File: config.mk
export PLATFORM = sky130hd
export DESIGN_NAME = sha256_stream_hasher_top_flat
export DESIGN_NICKNAME = d
export VERILOG_FILES = /design/src/rtl/shs_pkg.sv /design/src/rtl/shs_stream_if.sv /design/src/rtl/shs_datapath.sv /design/src/rtl/shs_controller.sv /design/src/rtl/sha256_stream_hasher_top.sv /design/src/flat_wrapper.sv
export SDC_FILE = /design/constraint.sdc
export NUM_CORES = 1
export LEC_CHECK = 0
export CORE_UTILIZATION = 39
export DETAILED_ROUTE_END_ITERATION = 16
export DONT_BUFFER_PORTS = 1
export SLEW_MARGIN = 20
export SYNTH_ARGS = -nofsm -noshare
export SYNTH_HDL_FRONTEND = slang
export SYNTH_SLANG_ARGS = --single-unit
File: constraint.sdc
create_clock -name clk -period 4.08 [get_ports clk]
set_input_delay 1.02 -clock clk [delete_from_list [all_inputs] [get_ports clk]]
set_output_delay 1.02 -clock clk [all_outputs]
set_load 0.02 [all_outputs]
File: src/rtl/shs_pkg.sv
// ----------------------------------------------------------------------------
// SHA-256 stream hasher package
// Round constants, initial hash values and the controller/datapath types.
// ----------------------------------------------------------------------------
`default_nettype none
package shs_pkg;

    typedef struct packed {
        logic [7:0] data_byte;
        logic       byte_valid;
        logic       end_of_message;
    } in_item_t;

    typedef struct packed {
        logic [31:0] digest_word;
        logic [2:0]  word_number;
        logic        last_word;
        logic        len_overflow;
    } out_item_t;

    // Source of the byte written into the block buffer.
    localparam logic [1:0] BSEL_DATA = 2'd0;
    localparam logic [1:0] BSEL_PAD  = 2'd1;
    localparam logic [1:0] BSEL_ZERO = 2'd2;
    localparam logic [1:0] BSEL_LEN  = 2'd3;

    typedef struct packed {
        logic       wr_byte;     // write one byte at the fill pointer
        logic [1:0] byte_sel;
        logic       count_byte;  // advance the message length
        logic       comp_start;  // load working vars from hash words
        logic       comp_round;  // run one round
        logic       comp_fold;   // add working vars into hash words
        logic       restart;     // reinitialize for the next message
        logic       out_load;    // load digest word into the output register
        logic [2:0] out_index;
    } shs_cmd_t;

    typedef struct packed {
        logic [5:0] fill_level;
        logic [5:0] round_index;
    } shs_status_t;

    localparam logic [31:0] INITIAL_H [8] = '{
        32'h6a09e667, 32'hbb67ae85, 32'h3c6ef372, 32'ha54ff53a,
        32'h510e527f, 32'h9b05688c, 32'h1f83d9ab, 32'h5be0cd19
    };

    localparam logic [31:0] ROUND_K [64] = '{
        32'h428a2f98, 32'h71374491, 32'hb5c0fbcf, 32'he9b5dba5, 32'h3956c25b,
        32'h59f111f1, 32'h923f82a4, 32'hab1c5ed5, 32'hd807aa98, 32'h12835b01,
        32'h243185be, 32'h550c7dc3, 32'h72be5d74, 32'h80deb1fe, 32'h9bdc06a7,
        32'hc19bf174, 32'he49b69c1, 32'hefbe4786, 32'h0fc19dc6, 32'h240ca1cc,
        32'h2de92c6f, 32'h4a7484aa, 32'h5cb0a9dc, 32'h76f988da, 32'h983e5152,
        32'ha831c66d, 32'hb00327c8, 32'hbf597fc7, 32'hc6e00bf3, 32'hd5a79147,
        32'h06ca6351, 32'h14292967, 32'h27b70a85, 32'h2e1b2138, 32'h4d2c6dfc,
        32'h53380d13, 32'h650a7354, 32'h766a0abb, 32'h81c2c92e, 32'h92722c85,
        32'ha2bfe8a1, 32'ha81a664b, 32'hc24b8b70, 32'hc76c51a3, 32'hd192e819,
        32'hd6990624, 32'hf40e3585, 32'h106aa070, 32'h19a4c116, 32'h1e376c08,
        32'h2748774c, 32'h34b0bcb5, 32'h391c0cb3, 32'h4ed8aa4a, 32'h5b9cca4f,
        32'h682e6ff3, 32'h748f82ee, 32'h78a5636f, 32'h84c87814, 32'h8cc70208,
        32'h90befffa, 32'ha4506ceb, 32'hbef9a3f7, 32'hc67178f2
    };

    localparam logic [7:0] PAD_BYTE  = 8'h80;
    localparam logic [5:0] LEN_START = 6'd56;
    localparam logic [60:0] MAX_BYTES = {61{1'b1}};

endpackage
`default_nettype wire

File: src/rtl/shs_stream_if.sv
// ----------------------------------------------------------------------------
// Stream channel
// Valid/ready channel carrying one payload word of type T.
// ----------------------------------------------------------------------------
`default_nettype none
interface shs_stream_if #(parameter type T = logic) ();
    logic valid;
    logic ready;
    T     payload;
    modport source (output valid, output payload, input ready);
    modport sink (input valid, input payload, output ready);
endinterface
`default_nettype wire

File: src/rtl/shs_datapath.sv
// ----------------------------------------------------------------------------
// SHA-256 datapath
// Block buffer, message schedule window, round unit, hash words and length.
// ----------------------------------------------------------------------------
`default_nettype none
module shs_datapath (
    input  wire logic            clk,
    input  wire logic            rst_n,
    input  wire logic [7:0]      data_byte,
    input  shs_pkg::shs_cmd_t    cmd,
    output shs_pkg::shs_status_t status,
    output shs_pkg::out_item_t   out_item
);
    import shs_pkg::*;

    logic [31:0] block_mem [16];
    logic [31:0] rd_word_reg;
    logic [3:0]  rd_addr;
    logic [31:0] w_reg [16];
    logic [31:0] h_reg [8];
    logic [31:0] v_reg [8];
    logic [60:0] count_reg;
    logic        too_long_reg;
    logic [5:0]  fill_reg;
    logic [5:0]  round_reg;
    logic [7:0]  wr_data;
    logic [31:0] w_cur, w_new, s0, s1, t1, t2, e, a;
    logic [63:0] bits;
    logic [2:0]  len_idx;

    assign status.fill_level  = fill_reg;
    assign status.round_index = round_reg;

    // Byte selection for the buffer write.
    assign bits    = {count_reg, 3'b000};
    assign len_idx = 3'(~fill_reg[2:0]);
    always_comb
    begin
        case (cmd.byte_sel)
            BSEL_DATA: wr_data = data_byte;
            BSEL_PAD:  wr_data = PAD_BYTE;
            BSEL_ZERO: wr_data = 8'h00;
            BSEL_LEN:  wr_data = bits[{len_idx, 3'b000} +: 8];
            default:   wr_data = 8'h00;
        endcase
    end

    // Block buffer memory: four bytes per entry, first byte in the top lane.
    always_ff @(posedge clk)
    begin
        if (cmd.wr_byte)
        begin
            block_mem[fill_reg[5:2]][{~fill_reg[1:0], 3'b000} +: 8] <= wr_data;
        end
    end

    // Registered read, one entry ahead of the round that uses it.
    assign rd_addr = cmd.comp_start ? 4'd0 : (round_reg[3:0] + 4'd1);
    always_ff @(posedge clk)
    begin
        rd_word_reg <= block_mem[rd_addr];
    end

    // Schedule: the first 16 rounds read the buffer, later rounds extend it.
    assign s0 = {w_reg[1][6:0], w_reg[1][31:7]} ^ {w_reg[1][17:0], w_reg[1][31:18]}
              ^ (w_reg[1] >> 3);
    assign s1 = {w_reg[14][16:0], w_reg[14][31:17]} ^ {w_reg[14][18:0], w_reg[14][31:19]}
              ^ (w_reg[14] >> 10);
    assign w_new = w_reg[0] + s0 + w_reg[9] + s1;
    assign w_cur = (round_reg < 6'd16) ? rd_word_reg : w_new;

    // Round function.
    assign e  = v_reg[4];
    assign a  = v_reg[0];
    assign t1 = v_reg[7] + ({e[5:0], e[31:6]} ^ {e[10:0], e[31:11]} ^ {e[24:0], e[31:25]})
              + ((e & v_reg[5]) ^ (~e & v_reg[6])) + ROUND_K[round_reg] + w_cur;
    assign t2 = ({a[1:0], a[31:2]} ^ {a[12:0], a[31:13]} ^ {a[21:0], a[31:22]})
              + ((a & v_reg[1]) ^ (a & v_reg[2]) ^ (v_reg[1] & v_reg[2]));

    // Schedule window and working variables.
    always_ff @(posedge clk)
    begin
        if (cmd.comp_start)
        begin
            for (int i = 0; i < 8; i++)
            begin
                v_reg[i] <= h_reg[i];
            end
        end
        else if (cmd.comp_round)
        begin
            for (int i = 0; i < 15; i++)
            begin
                w_reg[i] <= w_reg[i + 1];
            end
            w_reg[15] <= w_cur;
            v_reg[7] <= v_reg[6];
            v_reg[6] <= v_reg[5];
            v_reg[5] <= e;
            v_reg[4] <= v_reg[3] + t1;
            v_reg[3] <= v_reg[2];
            v_reg[2] <= v_reg[1];
            v_reg[1] <= a;
            v_reg[0] <= t1 + t2;
        end
    end

    // Output register.
    always_ff @(posedge clk)
    begin
        if (cmd.out_load)
        begin
            out_item.digest_word  <= h_reg[cmd.out_index];
            out_item.word_number  <= cmd.out_index;
            out_item.last_word    <= (cmd.out_index == 3'd7);
            out_item.len_overflow <= too_long_reg;
        end
    end

    // Control-side state: hash words, counters, fill pointer.
    always_ff @(posedge clk or negedge rst_n)
    begin
        if (!rst_n)
        begin
            for (int i = 0; i < 8; i++)
            begin
                h_reg[i] <= INITIAL_H[i];
            end
            count_reg    <= '0;
            too_long_reg <= 1'b0;
            fill_reg     <= '0;
            round_reg    <= '0;
        end
        else
        begin
            if (cmd.restart)
            begin
                for (int i = 0; i < 8; i++)
                begin
                    h_reg[i] <= INITIAL_H[i];
                end
                count_reg    <= '0;
                too_long_reg <= 1'b0;
                fill_reg     <= '0;
            end
            else
            begin
                if (cmd.comp_fold)
                begin
                    for (int i = 0; i < 8; i++)
                    begin
                        h_reg[i] <= h_reg[i] + v_reg[i];
                    end
                end
                if (cmd.wr_byte)
                begin
                    fill_reg <= fill_reg + 6'd1;
                end
                if (cmd.count_byte)
                begin
                    if (count_reg == MAX_BYTES)
                    begin
                        too_long_reg <= 1'b1;
                    end
                    else
                    begin
                        count_reg <= count_reg + 61'd1;
                    end
                end
            end
            if (cmd.comp_start)
            begin
                round_reg <= '0;
            end
            else if (cmd.comp_round)
            begin
                round_reg <= round_reg + 6'd1;
            end
        end
    end
endmodule
`default_nettype wire

File: src/rtl/shs_controller.sv
// ----------------------------------------------------------------------------
// SHA-256 controller
// Sequences byte intake, padding, compression and digest output.
// ----------------------------------------------------------------------------
`default_nettype none
module shs_controller (
    input  wire logic             clk,
    input  wire logic             rst_n,
    input  wire logic             in_valid,
    input  wire logic             in_byte_valid,
    input  wire logic             in_end,
    output logic                  in_ready,
    output logic                  out_valid,
    input  wire logic             out_ready,
    input  shs_pkg::shs_status_t  status,
    output shs_pkg::shs_cmd_t     cmd
);
    import shs_pkg::*;

    localparam logic [2:0] ST_IDLE  = 3'd0;
    localparam logic [2:0] ST_PAD   = 3'd1;
    localparam logic [2:0] ST_START = 3'd2;
    localparam logic [2:0] ST_ROUND = 3'd3;
    localparam logic [2:0] ST_FOLD  = 3'd4;
    localparam logic [2:0] ST_OUT   = 3'd5;

    logic [2:0] state_reg, state_next;
    logic       fin_reg, fin_next;     // finishing the message
    logic       len_reg, len_next;     // length goes in the current block
    logic       padw_reg, padw_next;   // 0x80 already written
    logic [2:0] oidx_reg, oidx_next;
    logic       ov_reg, ov_next;

    assign in_ready  = (state_reg == ST_IDLE);
    assign out_valid = ov_reg;

    always_comb
    begin
        state_next = state_reg;
        fin_next   = fin_reg;
        len_next   = len_reg;
        padw_next  = padw_reg;
        oidx_next  = oidx_reg;
        ov_next    = ov_reg;
        cmd        = '0;
        case (state_reg)
            ST_IDLE:
            begin
                if (in_valid)
                begin
                    if (in_byte_valid)
                    begin
                        cmd.wr_byte    = 1'b1;
                        cmd.byte_sel   = BSEL_DATA;
                        cmd.count_byte = 1'b1;
                    end
                    fin_next  = in_end;
                    padw_next = 1'b0;
                    len_next  = 1'b0;
                    if (in_byte_valid && status.fill_level == 6'd63)
                    begin
                        state_next = ST_START;
                    end
                    else if (in_end)
                    begin
                        state_next = ST_PAD;
                    end
                end
            end
            ST_PAD:
            begin
                cmd.wr_byte = 1'b1;
                if (!padw_reg)
                begin
                    // The length fits in this block only if 0x80 lands before it.
                    cmd.byte_sel = BSEL_PAD;
                    padw_next    = 1'b1;
                    len_next     = (status.fill_level < LEN_START);
                end
                else if (len_reg && status.fill_level >= LEN_START)
                begin
                    cmd.byte_sel = BSEL_LEN;
                end
                else
                begin
                    cmd.byte_sel = BSEL_ZERO;
                end
                if (status.fill_level == 6'd63)
                begin
                    state_next = ST_START;
                end
            end
            ST_START:
            begin
                cmd.comp_start = 1'b1;
                state_next     = ST_ROUND;
            end
            ST_ROUND:
            begin
                cmd.comp_round = 1'b1;
                if (status.round_index == 6'd63)
                begin
                    state_next = ST_FOLD;
                end
            end
            ST_FOLD:
            begin
                cmd.comp_fold = 1'b1;
                if (!fin_reg)
                begin
                    state_next = ST_IDLE;
                end
                else if (padw_reg && len_reg)
                begin
                    oidx_next  = 3'd0;
                    state_next = ST_OUT;
                end
                else
                begin
                    // A second padding block carries the length.
                    if (padw_reg)
                    begin
                        len_next = 1'b1;
                    end
                    state_next = ST_PAD;
                end
            end
            ST_OUT:
            begin
                if (!ov_reg || out_ready)
                begin
                    cmd.out_load  = 1'b1;
                    cmd.out_index = oidx_reg;
                    ov_next       = 1'b1;
                    oidx_next     = oidx_reg + 3'd1;
                    if (oidx_reg == 3'd7)
                    begin
                        cmd.restart = 1'b1;
                        state_next  = ST_IDLE;
                    end
                end
            end
            default:
            begin
                state_next = ST_IDLE;
            end
        endcase
        if (ov_reg && out_ready && !cmd.out_load)
        begin
            ov_next = 1'b0;
        end
    end

    always_ff @(posedge clk or negedge rst_n)
    begin
        if (!rst_n)
        begin
            state_reg <= ST_IDLE;
            fin_reg   <= 1'b0;
            len_reg   <= 1'b0;
            padw_reg  <= 1'b0;
            oidx_reg  <= '0;
            ov_reg    <= 1'b0;
        end
        else
        begin
            state_reg <= state_next;
            fin_reg   <= fin_next;
            len_reg   <= len_next;
            padw_reg  <= padw_next;
            oidx_reg  <= oidx_next;
            ov_reg    <= ov_next;
        end
    end
endmodule
`default_nettype wire

File: src/rtl/sha256_stream_hasher_top.sv
// ----------------------------------------------------------------------------
// SHA-256 stream hasher
// Channel   Dir   Payload
// in_ch     sink  data_byte, byte_valid, end_of_message
// out_ch    src   digest_word, word_number, last_word, len_overflow
//
// A byte item is written into the block buffer; the 64th byte of a block adds a load step,
// 64 rounds and a fold step of the single round unit.
// An end mark writes the padding one byte a cycle, runs one or two
// compressions and then issues eight words through the output register.
// Input is not taken while padding, compressing or issuing words.
// Reset is asynchronous and restores the initial hash values.
// ----------------------------------------------------------------------------
`default_nettype none
module sha256_stream_hasher_top (
    input  wire logic clk,
    input  wire logic rst_n,
    shs_stream_if.sink   in_ch,
    shs_stream_if.source out_ch
);
    import shs_pkg::*;

    shs_cmd_t    cmd;
    shs_status_t status;
    in_item_t    in_item;
    out_item_t   out_item;

    assign in_item        = in_ch.payload;
    assign out_ch.payload = out_item;

    shs_controller u_ctrl (
        .clk           (clk),
        .rst_n         (rst_n),
        .in_valid      (in_ch.valid),
        .in_byte_valid (in_item.byte_valid),
        .in_end        (in_item.end_of_message),
        .in_ready      (in_ch.ready),
        .out_valid     (out_ch.valid),
        .out_ready     (out_ch.ready),
        .status        (status),
        .cmd           (cmd)
    );

    shs_datapath u_dp (
        .clk       (clk),
        .rst_n     (rst_n),
        .data_byte (in_item.data_byte),
        .cmd       (cmd),
        .status    (status),
        .out_item  (out_item)
    );
endmodule
`default_nettype wire

File: src/flat_wrapper.sv
// flat-port wrapper written by rule: the top's interface ports become plain ports
module sha256_stream_hasher_top_flat import shs_pkg::*;
  (clk, rst_n, in_ch_valid, in_ch_payload, in_ch_ready, out_ch_valid, out_ch_payload, out_ch_ready);
  shs_stream_if in_ch_i ();
  shs_stream_if out_ch_i ();
  input  wire logic clk;
  input  wire logic rst_n;
  input wire logic [$bits(in_ch_i.valid)-1:0] in_ch_valid;
  input wire logic [$bits(in_ch_i.payload)-1:0] in_ch_payload;
  output wire logic [$bits(in_ch_i.ready)-1:0] in_ch_ready;
  output wire logic [$bits(out_ch_i.valid)-1:0] out_ch_valid;
  output wire logic [$bits(out_ch_i.payload)-1:0] out_ch_payload;
  input wire logic [$bits(out_ch_i.ready)-1:0] out_ch_ready;
  assign in_ch_i.valid = in_ch_valid;
  assign in_ch_i.payload = in_ch_payload;
  assign in_ch_ready = in_ch_i.ready;
  assign out_ch_valid = out_ch_i.valid;
  assign out_ch_payload = out_ch_i.payload;
  assign out_ch_i.ready = out_ch_ready;
  sha256_stream_hasher_top u_core (.clk(clk), .rst_n(rst_n), .in_ch(in_ch_i), .out_ch(out_ch_i));
endmodule
==> metrics.md, run 1 <==
| Metric | Value |
|---|---|
| Vias | `812` |
| Starting Density | `0.4197` |
| Post-DP HPWL | `~1400 µm` |
| Worst Setup EP | `in_ch_ready` |
| WL/cell | `13.54 µm` |
| Register-to-register setup slack | `2.13 ns` |
| Hold Path Class | `in -> async` |
| Width of the chip | `56.95 µm` |
| I/O Buffers | `0` |
| Detailed router's first-iteration violation count | `5` |
| Max FO, Critical Path | `14` |
| Design area | `between 1000 and 1500 µm²` |
| Final worst path period need | `2.341 ns` |
| Sequential share of the synthesized area | `0.4676` |
| Placer congestion estimate | `~0.7` |
| Run status | `completed` |
| Core box area | `2805 µm²` |
| Largest family of logic cells by synthesized area | `simple AND/OR/NAND/NOR gates` |
| Final slew viol count | `0` |
| Final-report hold violation count | `0` |
| Bufs and invs on worst path | `0` |
| Worst hold margin | `0.3885 ns` |
| Avg Inst Size Synth | `9.894 µm²` |
| Antenna diode count | `0` |
| Highest-delay cell along the critical path | `dfrtp_1` |
| Synth cell types | `37` |
| Layout cells sized above 1 | `0.07692` |
| Syn Nets | `approximately 130` |
| # rows | `19` |
| Die Span Y | `~57 µm` |
| Post-synth EDFFs | `0` |
| Worst path required time | `3.06 ns` |
| Dpl cell area | `between 1000 and 1500 µm²` |
| Top Family by Delay on Critical Path | `flip-flops` |
| Leakage | `0.5386 nW` |
| Fin cells | `148` |
| R2R depth | `4` |
| Post-Synth Simple-Gate Area | `0.2476` |
| Placed insts | `about 140` |
| Post-synthesis async set-or-reset flop share | `1.000` |
| CTS Sinks | `22` |
| Top-Level Pins | `8` |
| Placement Setup Slack | `2.014 ns` |
| Worst-path clk slew | `0.13 ns` |
| Grt ovf | `0` |
| Adder-Cell Fraction of Synth Area | `0.04251` |
| CP cell instances | `nor3_2` |
| Max Cap Viol | `0` |
| Post-route setup slack | `1.739 ns` |
| Util after Layout | `0.4349` |
| Nets | `127` |
| RSZ-0062 raised after global routing | `false` |
| Mux contribution to synthesized area | `0.05632` |
| GRT Overall Usage | `0.1449` |
| Post-CTS sizing | `0` |
| Final period util | `0.5738` |
| CP max stage delay | `0.56 ns` |
| Final total power | `891.0 µW` |
| Worst IR Drop VDD | `0.3356 mV` |
| H-tree depth | `1` |
| Yosys warns | `0` |
| Initial antenna violation count | `0` |
| Post-CTS Hold Fix Bufs | `0` |
| Crit path capture type | `output pin` |
| Detail Route Antenna Nets | `0` |
| Setup violators final | `0` |
| Number of global-route vias before repair | `~850` |
| Largest net degree at the start of global routing | `23` |
| First drt pass iteration count | `4` |
| Clk_skew | `0.008203 ns` |
| Synth Cell Area | `approximately 1200 µm²` |
| Post-synthesis xor/xnor area fraction | `0.04463` |
| FMAX | `427.2 MHz` |
| Reg-to-Reg Start | `u_core.u_ctrl.state_reg[0]` |
| CP Class | `reg -> out` |
| Reg2reg end | `u_core.u_ctrl.state_reg[0]` |
| CTS tree | `built` |
| First-pass GRT wire length | `about 3700 µm` |
| CTS Buf Count | `3` |
| Synth Flop Type | `dfrtp_1` |
| Critical path depth | `1` |
| Max Buffers Root-to-Sink | `2` |
| Critical path startpoint category | `flip-flop` |
| PD cells | `730.3 nW/µm²` |
| CTS Root Cell | `clkbuf_4` |
| Drt total wl | `2004 µm` |
| Synth Area in Compound Gates | `0.1073` |
| Arrival time at the worst endpoint | `1.32 ns` |
| Crit. Startpoint | `u_core.u_ctrl.state_reg[0]` |
| Setup TNS | `0 ns` |
| Full die area | `around 3200 µm²` |
| FF+latch count, synth | `22` |
| Post-Syn Instances | `119` |
| Clk_lat worst skew | `0.30 ns` |
| Layout area overhead | `3.613%` |
| Post-CTS setup buffer count | `0` |
| DRC | `0` |
| Routed vias/inst | `~5.5` |
==> per-layer routing <==
metal	track usage	up-vias	part of all wire
met2	0.2387	10	0.46
met1	0.1956	393	0.50
met5	0	-	0
met3	0.02041	2	0.028
met4	0.05226	0	0.0085
li1	-	407	-
==> layout make-up <==
| type | count | area (µm²) |
|---|---|---|
| Inverter | 1 | 3.754 |
| Fill cell | 279 | 1585 |
| Multi-Input combinational cell | 90 | 590.6 |
| Tap cell | 31 | 38.79 |
| Clock buffer | 4 | 36.28 |
| Sequential cell | 22 | 550.5 |
==> logic make-up after synthesis <==
family / Yosys count
adder cells (fa/ha/maj): 4
AO/OA/AOI/OAI: 20
XOR/XNOR: 6
other: 1
flip-flops: 22
multiplexers: 6
AND/OR/NAND/NOR: 53
buffers and inverters: 7
==> layout by cell type (no fill, tap or decap) <==
cell / instances
mux2_1: 1
nand4bb_1: 1
mux2_4: 1
nor3b_1: 1
ha_1: 4
and2_1: 1
nand4_1: 2
nor3_1: 4
conb_1: 1
and4bb_4: 1
nand3_1: 5
and4_1: 1
a22o_1: 2
a21oi_1: 7
o21ai_2: 1
nand2b_1: 4
o21a_1: 1
a21o_1: 2
mux2i_1: 4
o211ai_1: 2
inv_1: 1
o21ai_0: 2
nor2b_1: 2
o21ai_1: 2
xor2_1: 4
nor2_1: 10
dfrtp_1: 22
nor3b_4: 1
nand2_1: 16
xnor2_1: 2
a21boi_1: 1
clkbuf_8: 1
clkbuf_4: 3
nor3_2: 1
nand3b_1: 1
and3_1: 2
==> synthesized netlist by cell type, types with 4 or more instances <==
library cell   n  share of area
nand3_1        5          0.021
xor2_1         4          0.030
nor2_1        10          0.032
nor3_1         4          0.017
mux2i_1        4          0.034
ha_1           4          0.043
nand2_1       16          0.051
dfrtp_1       22           0.47
nand2b_1       4          0.021
a21oi_1        7          0.030
==> power breakdown <==
| part | switching, mW | total, mW | internal, mW |
|---|---|---|---|
| Clock | 0.0652 | 0.120 | 0.0544 |
| Sequential | 0.115 | 0.424 | 0.309 |
| Combinational | 0.170 | 0.347 | 0.177 |
| Total | 0.350 | 0.891 | 0.541 |
==> worst min-delay path by stage <==
stage / from / to / slack, ns / cells past startpoint
finish: rst_n / u_core.u_ctrl.out_valid / 0.39 / 0
global route: rst_n / u_core.u_ctrl.oidx_reg[2] / 0.36 / 0
CTS: rst_n / u_core.u_dp.fill_reg[4] / 0.38 / 0
detailed placement: u_core.u_ctrl.oidx_reg[1] / u_core.u_ctrl.oidx_reg[1] / 0.51 / 1
global placement: u_core.u_ctrl.oidx_reg[1] / u_core.u_ctrl.oidx_reg[1] / 0.49 / 1
floorplan: u_core.u_ctrl.oidx_reg[1] / u_core.u_ctrl.oidx_reg[1] / 0.47 / 1
No activity file was read; power rests on OpenSTA's default activity.
==> run 2, diff against run 1 <==
==> constraint.sdc (replaced) <==
create_clock -name clk -period 2.25 [get_ports clk]
set_input_delay 0.5625 -clock clk [delete_from_list [all_inputs] [get_ports clk]]
set_output_delay 0.5625 -clock clk [all_outputs]
set_load 0.02 [all_outputs]
==> metrics.md, run 2 (synthesis gave the netlist of run 1 again) <==
| Metric | Value |
|---|---|
| Register-to-register setup slack | `0.56 ns (-1.57 ns)` |
| Highest-delay cell along the critical path | `dfrtp_1` |
| Critical path depth | `2 (+1)` |
| Reg-to-Reg Start | `u_core.u_ctrl.state_reg[0]` |
| Post-DP HPWL | `1448 µm (+0.11%)` |
| Setup violators final | `0 (unchanged)` |
| Initial antenna violation count | `0 (unchanged)` |
| Placer congestion estimate | `0.7198 (+2.4%)` |
| Setup TNS | `0 ns (unchanged)` |
| R2R depth | `4 (unchanged)` |
| CTS Buf Count | `3 (unchanged)` |
| GRT Overall Usage | `0.1379 (-0.006977)` |
| Placement Setup Slack | `0.5626 ns (-1.451 ns)` |
| Int Power | `1.006 mW (+86%)` |
| Reg2reg end | `u_core.u_ctrl.state_reg[0]` |
| CP max stage delay | `0.56 ns (about the same)` |
| Detail Route Antenna Nets | `0 (unchanged)` |
| PD cells | `1331 nW/µm² (+82%)` |
| Worst IR Drop VDD | `0.4710 mV (+40%)` |
| Post-route setup slack | `0.4140 ns (-1.325 ns)` |
| Crit. Startpoint | `u_core.u_ctrl.state_reg[0]` |
| Vias | `835 (+2.8%)` |
| Arrival time at the worst endpoint | `1.27 ns (-0.05 ns)` |
| Sequential power share | `0.465 (-0.011)` |
| Die Span Y | `56.95 µm (unchanged)` |
| Design area | `1240 µm² (+1.6%)` |
| Clock share of power | `0.131 (-0.003)` |
| Largest net degree at the start of global routing | `23 (unchanged)` |
| Combinational share of power | `0.404 (+0.014)` |
| Post-CTS setup buffer count | `0 (unchanged)` |
| Leakage | `0.5528 nW (+2.6%)` |
| Bufs and invs on worst path | `1 (+1)` |
| CP cell instances | `nor3_2 -> buf_4` |
| Fin cells | `151 (+2.0%)` |
| Max Cap Viol | `0 (unchanged)` |
| Fill cells | `281 (+0.72%)` |
| Final slew viol count | `0 (unchanged)` |
| Antenna diode count | `0 (unchanged)` |
| Top Family by Delay on Critical Path | `flip-flops` |
| First drt pass iteration count | `4 (unchanged)` |
| Nets | `130 (+2.4%)` |
| Final worst path period need | `between 1.5 and 2 ns` |
| Run status | `completed` |
| Clk_skew | `0.002992 ns (-0.005212 ns)` |
| Routed vias/inst | `5.530 (+0.79%)` |
| Max Buffers Root-to-Sink | `2 (unchanged)` |
| # rows | `19 (unchanged)` |
| DRC | `0 (unchanged)` |
| CTS Root Cell | `clkbuf_4` |
| Dpl cell area | `1199 µm² (+1.3%)` |
| H-tree depth | `1 (unchanged)` |
| Worst Setup EP | `in_ch_ready` |
| Top-Level Pins | `8 (unchanged)` |
| Full die area | `3243 µm² (unchanged)` |
| Hold Path Class | `in -> async` |
| FMAX | `544.7 MHz` |
| Layout area overhead | `5.314%` |
| Starting Density | `0.4197 (unchanged)` |
| Final total power | `1.651 mW (+85%)` |
| Max FO, Critical Path | `14 (unchanged)` |
| RSZ-0062 raised after global routing | `false` |
| Final period util | `0.8160` |
| Worst-path clk slew | `0.12 ns (about the same)` |
| Post-CTS Hold Fix Bufs | `1 (+1)` |
| Sw frac | `0.3909 (-0.002146)` |
| CTS tree | `built` |
| Final-report hold violation count | `0 (unchanged)` |
| Placed insts | `146 (+1.4%)` |
| Detailed router's first-iteration violation count | `27 (+22)` |
| Worst hold margin | `0.1999 ns (-0.1886 ns)` |
| First-pass GRT wire length | `3463 µm (-5.5%)` |
| Worst path required time | `1.69 ns (-1.37 ns)` |
| Net Switching | `645.3 µW (+84%)` |
| Grt ovf | `0 (unchanged)` |
| Post-CTS sizing | `0 (unchanged)` |
| Core box area | `2805 µm² (unchanged)` |
| Util after Layout | `0.4420 (+0.007136)` |
| Layout cells sized above 1 | `0.1000 (+0.02308)` |
| Crit path capture type | `output pin` |
| CTS Sinks | `22 (unchanged)` |
| Width of the chip | `56.95 µm (unchanged)` |
| Clk_lat worst skew | `0.31 ns (about the same)` |
| CP Class | `reg -> out` |
| Critical path startpoint category | `flip-flop` |
| Most common cell after layout, fill and taps aside | `dfrtp_1` |
| Number of global-route vias before repair | `774 (-8.6%)` |
| I/O Buffers | `0 (unchanged)` |
| Most frequent cells in the layout | `22 x dfrtp_1, 16 x nand2_1, 10 x nor2_1` |
| Drt total wl | `1967 µm (-1.8%)` |
| WL/cell | `13.03 µm (-3.8%)` |
run 2: how the worst min path moves through the flow:
stage | start | endpoint | slack, ns | cells past startpoint
6_report | rst_n | u_core.u_ctrl.out_valid | 0.20 | 1
5_1_grt | rst_n | u_core.u_dp.fill_reg[2] | 0.24 | 1
4_1_cts | in_ch_payload | u_core.u_ctrl.fin_reg | 0.36 | 1
3_5_place_dp | rst_n | u_core.u_dp.fill_reg[3] | 0.27 | 0
3_3_place_gp | rst_n | u_core.u_dp.round_reg[2] | 0.27 | 0
2_1_floorplan | rst_n | u_core.u_ctrl.fin_reg | 0.27 | 0
run 2: area by class of cell:
class	instances	area, µm²	share of cell area
clock buffers	4	36.28	0.02926
inverters	1	3.754	0.003027
multi-input cells	90	590.6	0.4763
flip-flops and latches	22	550.5	0.4440
well taps	31	38.79	0.03128
repair buffers	3	20.02	0.01615
run 2: per-layer routing:
metal,vias to the layer above,track usage,routed length (µm)
met4,0,0.05226,39
met1,387,0.1982,978
met3,5,0.02041,87
met5,-,0,0
li1,417,-,-
met2,26,0.2118,861
run 2: power by group through the flow:
stage / clock (mW) / sequential, mW / combinational [mW]
final: 0.216 / 0.768 / 0.667
after global routing: 0.243 / 0.802 / 0.765
after CTS: 0.230 / 0.766 / 0.678
after detailed placement: 0 / 0.773 / 0.669
after global placement: 0 / 0.767 / 0.649
after floorplan: 0 / 0.682 / 0.619
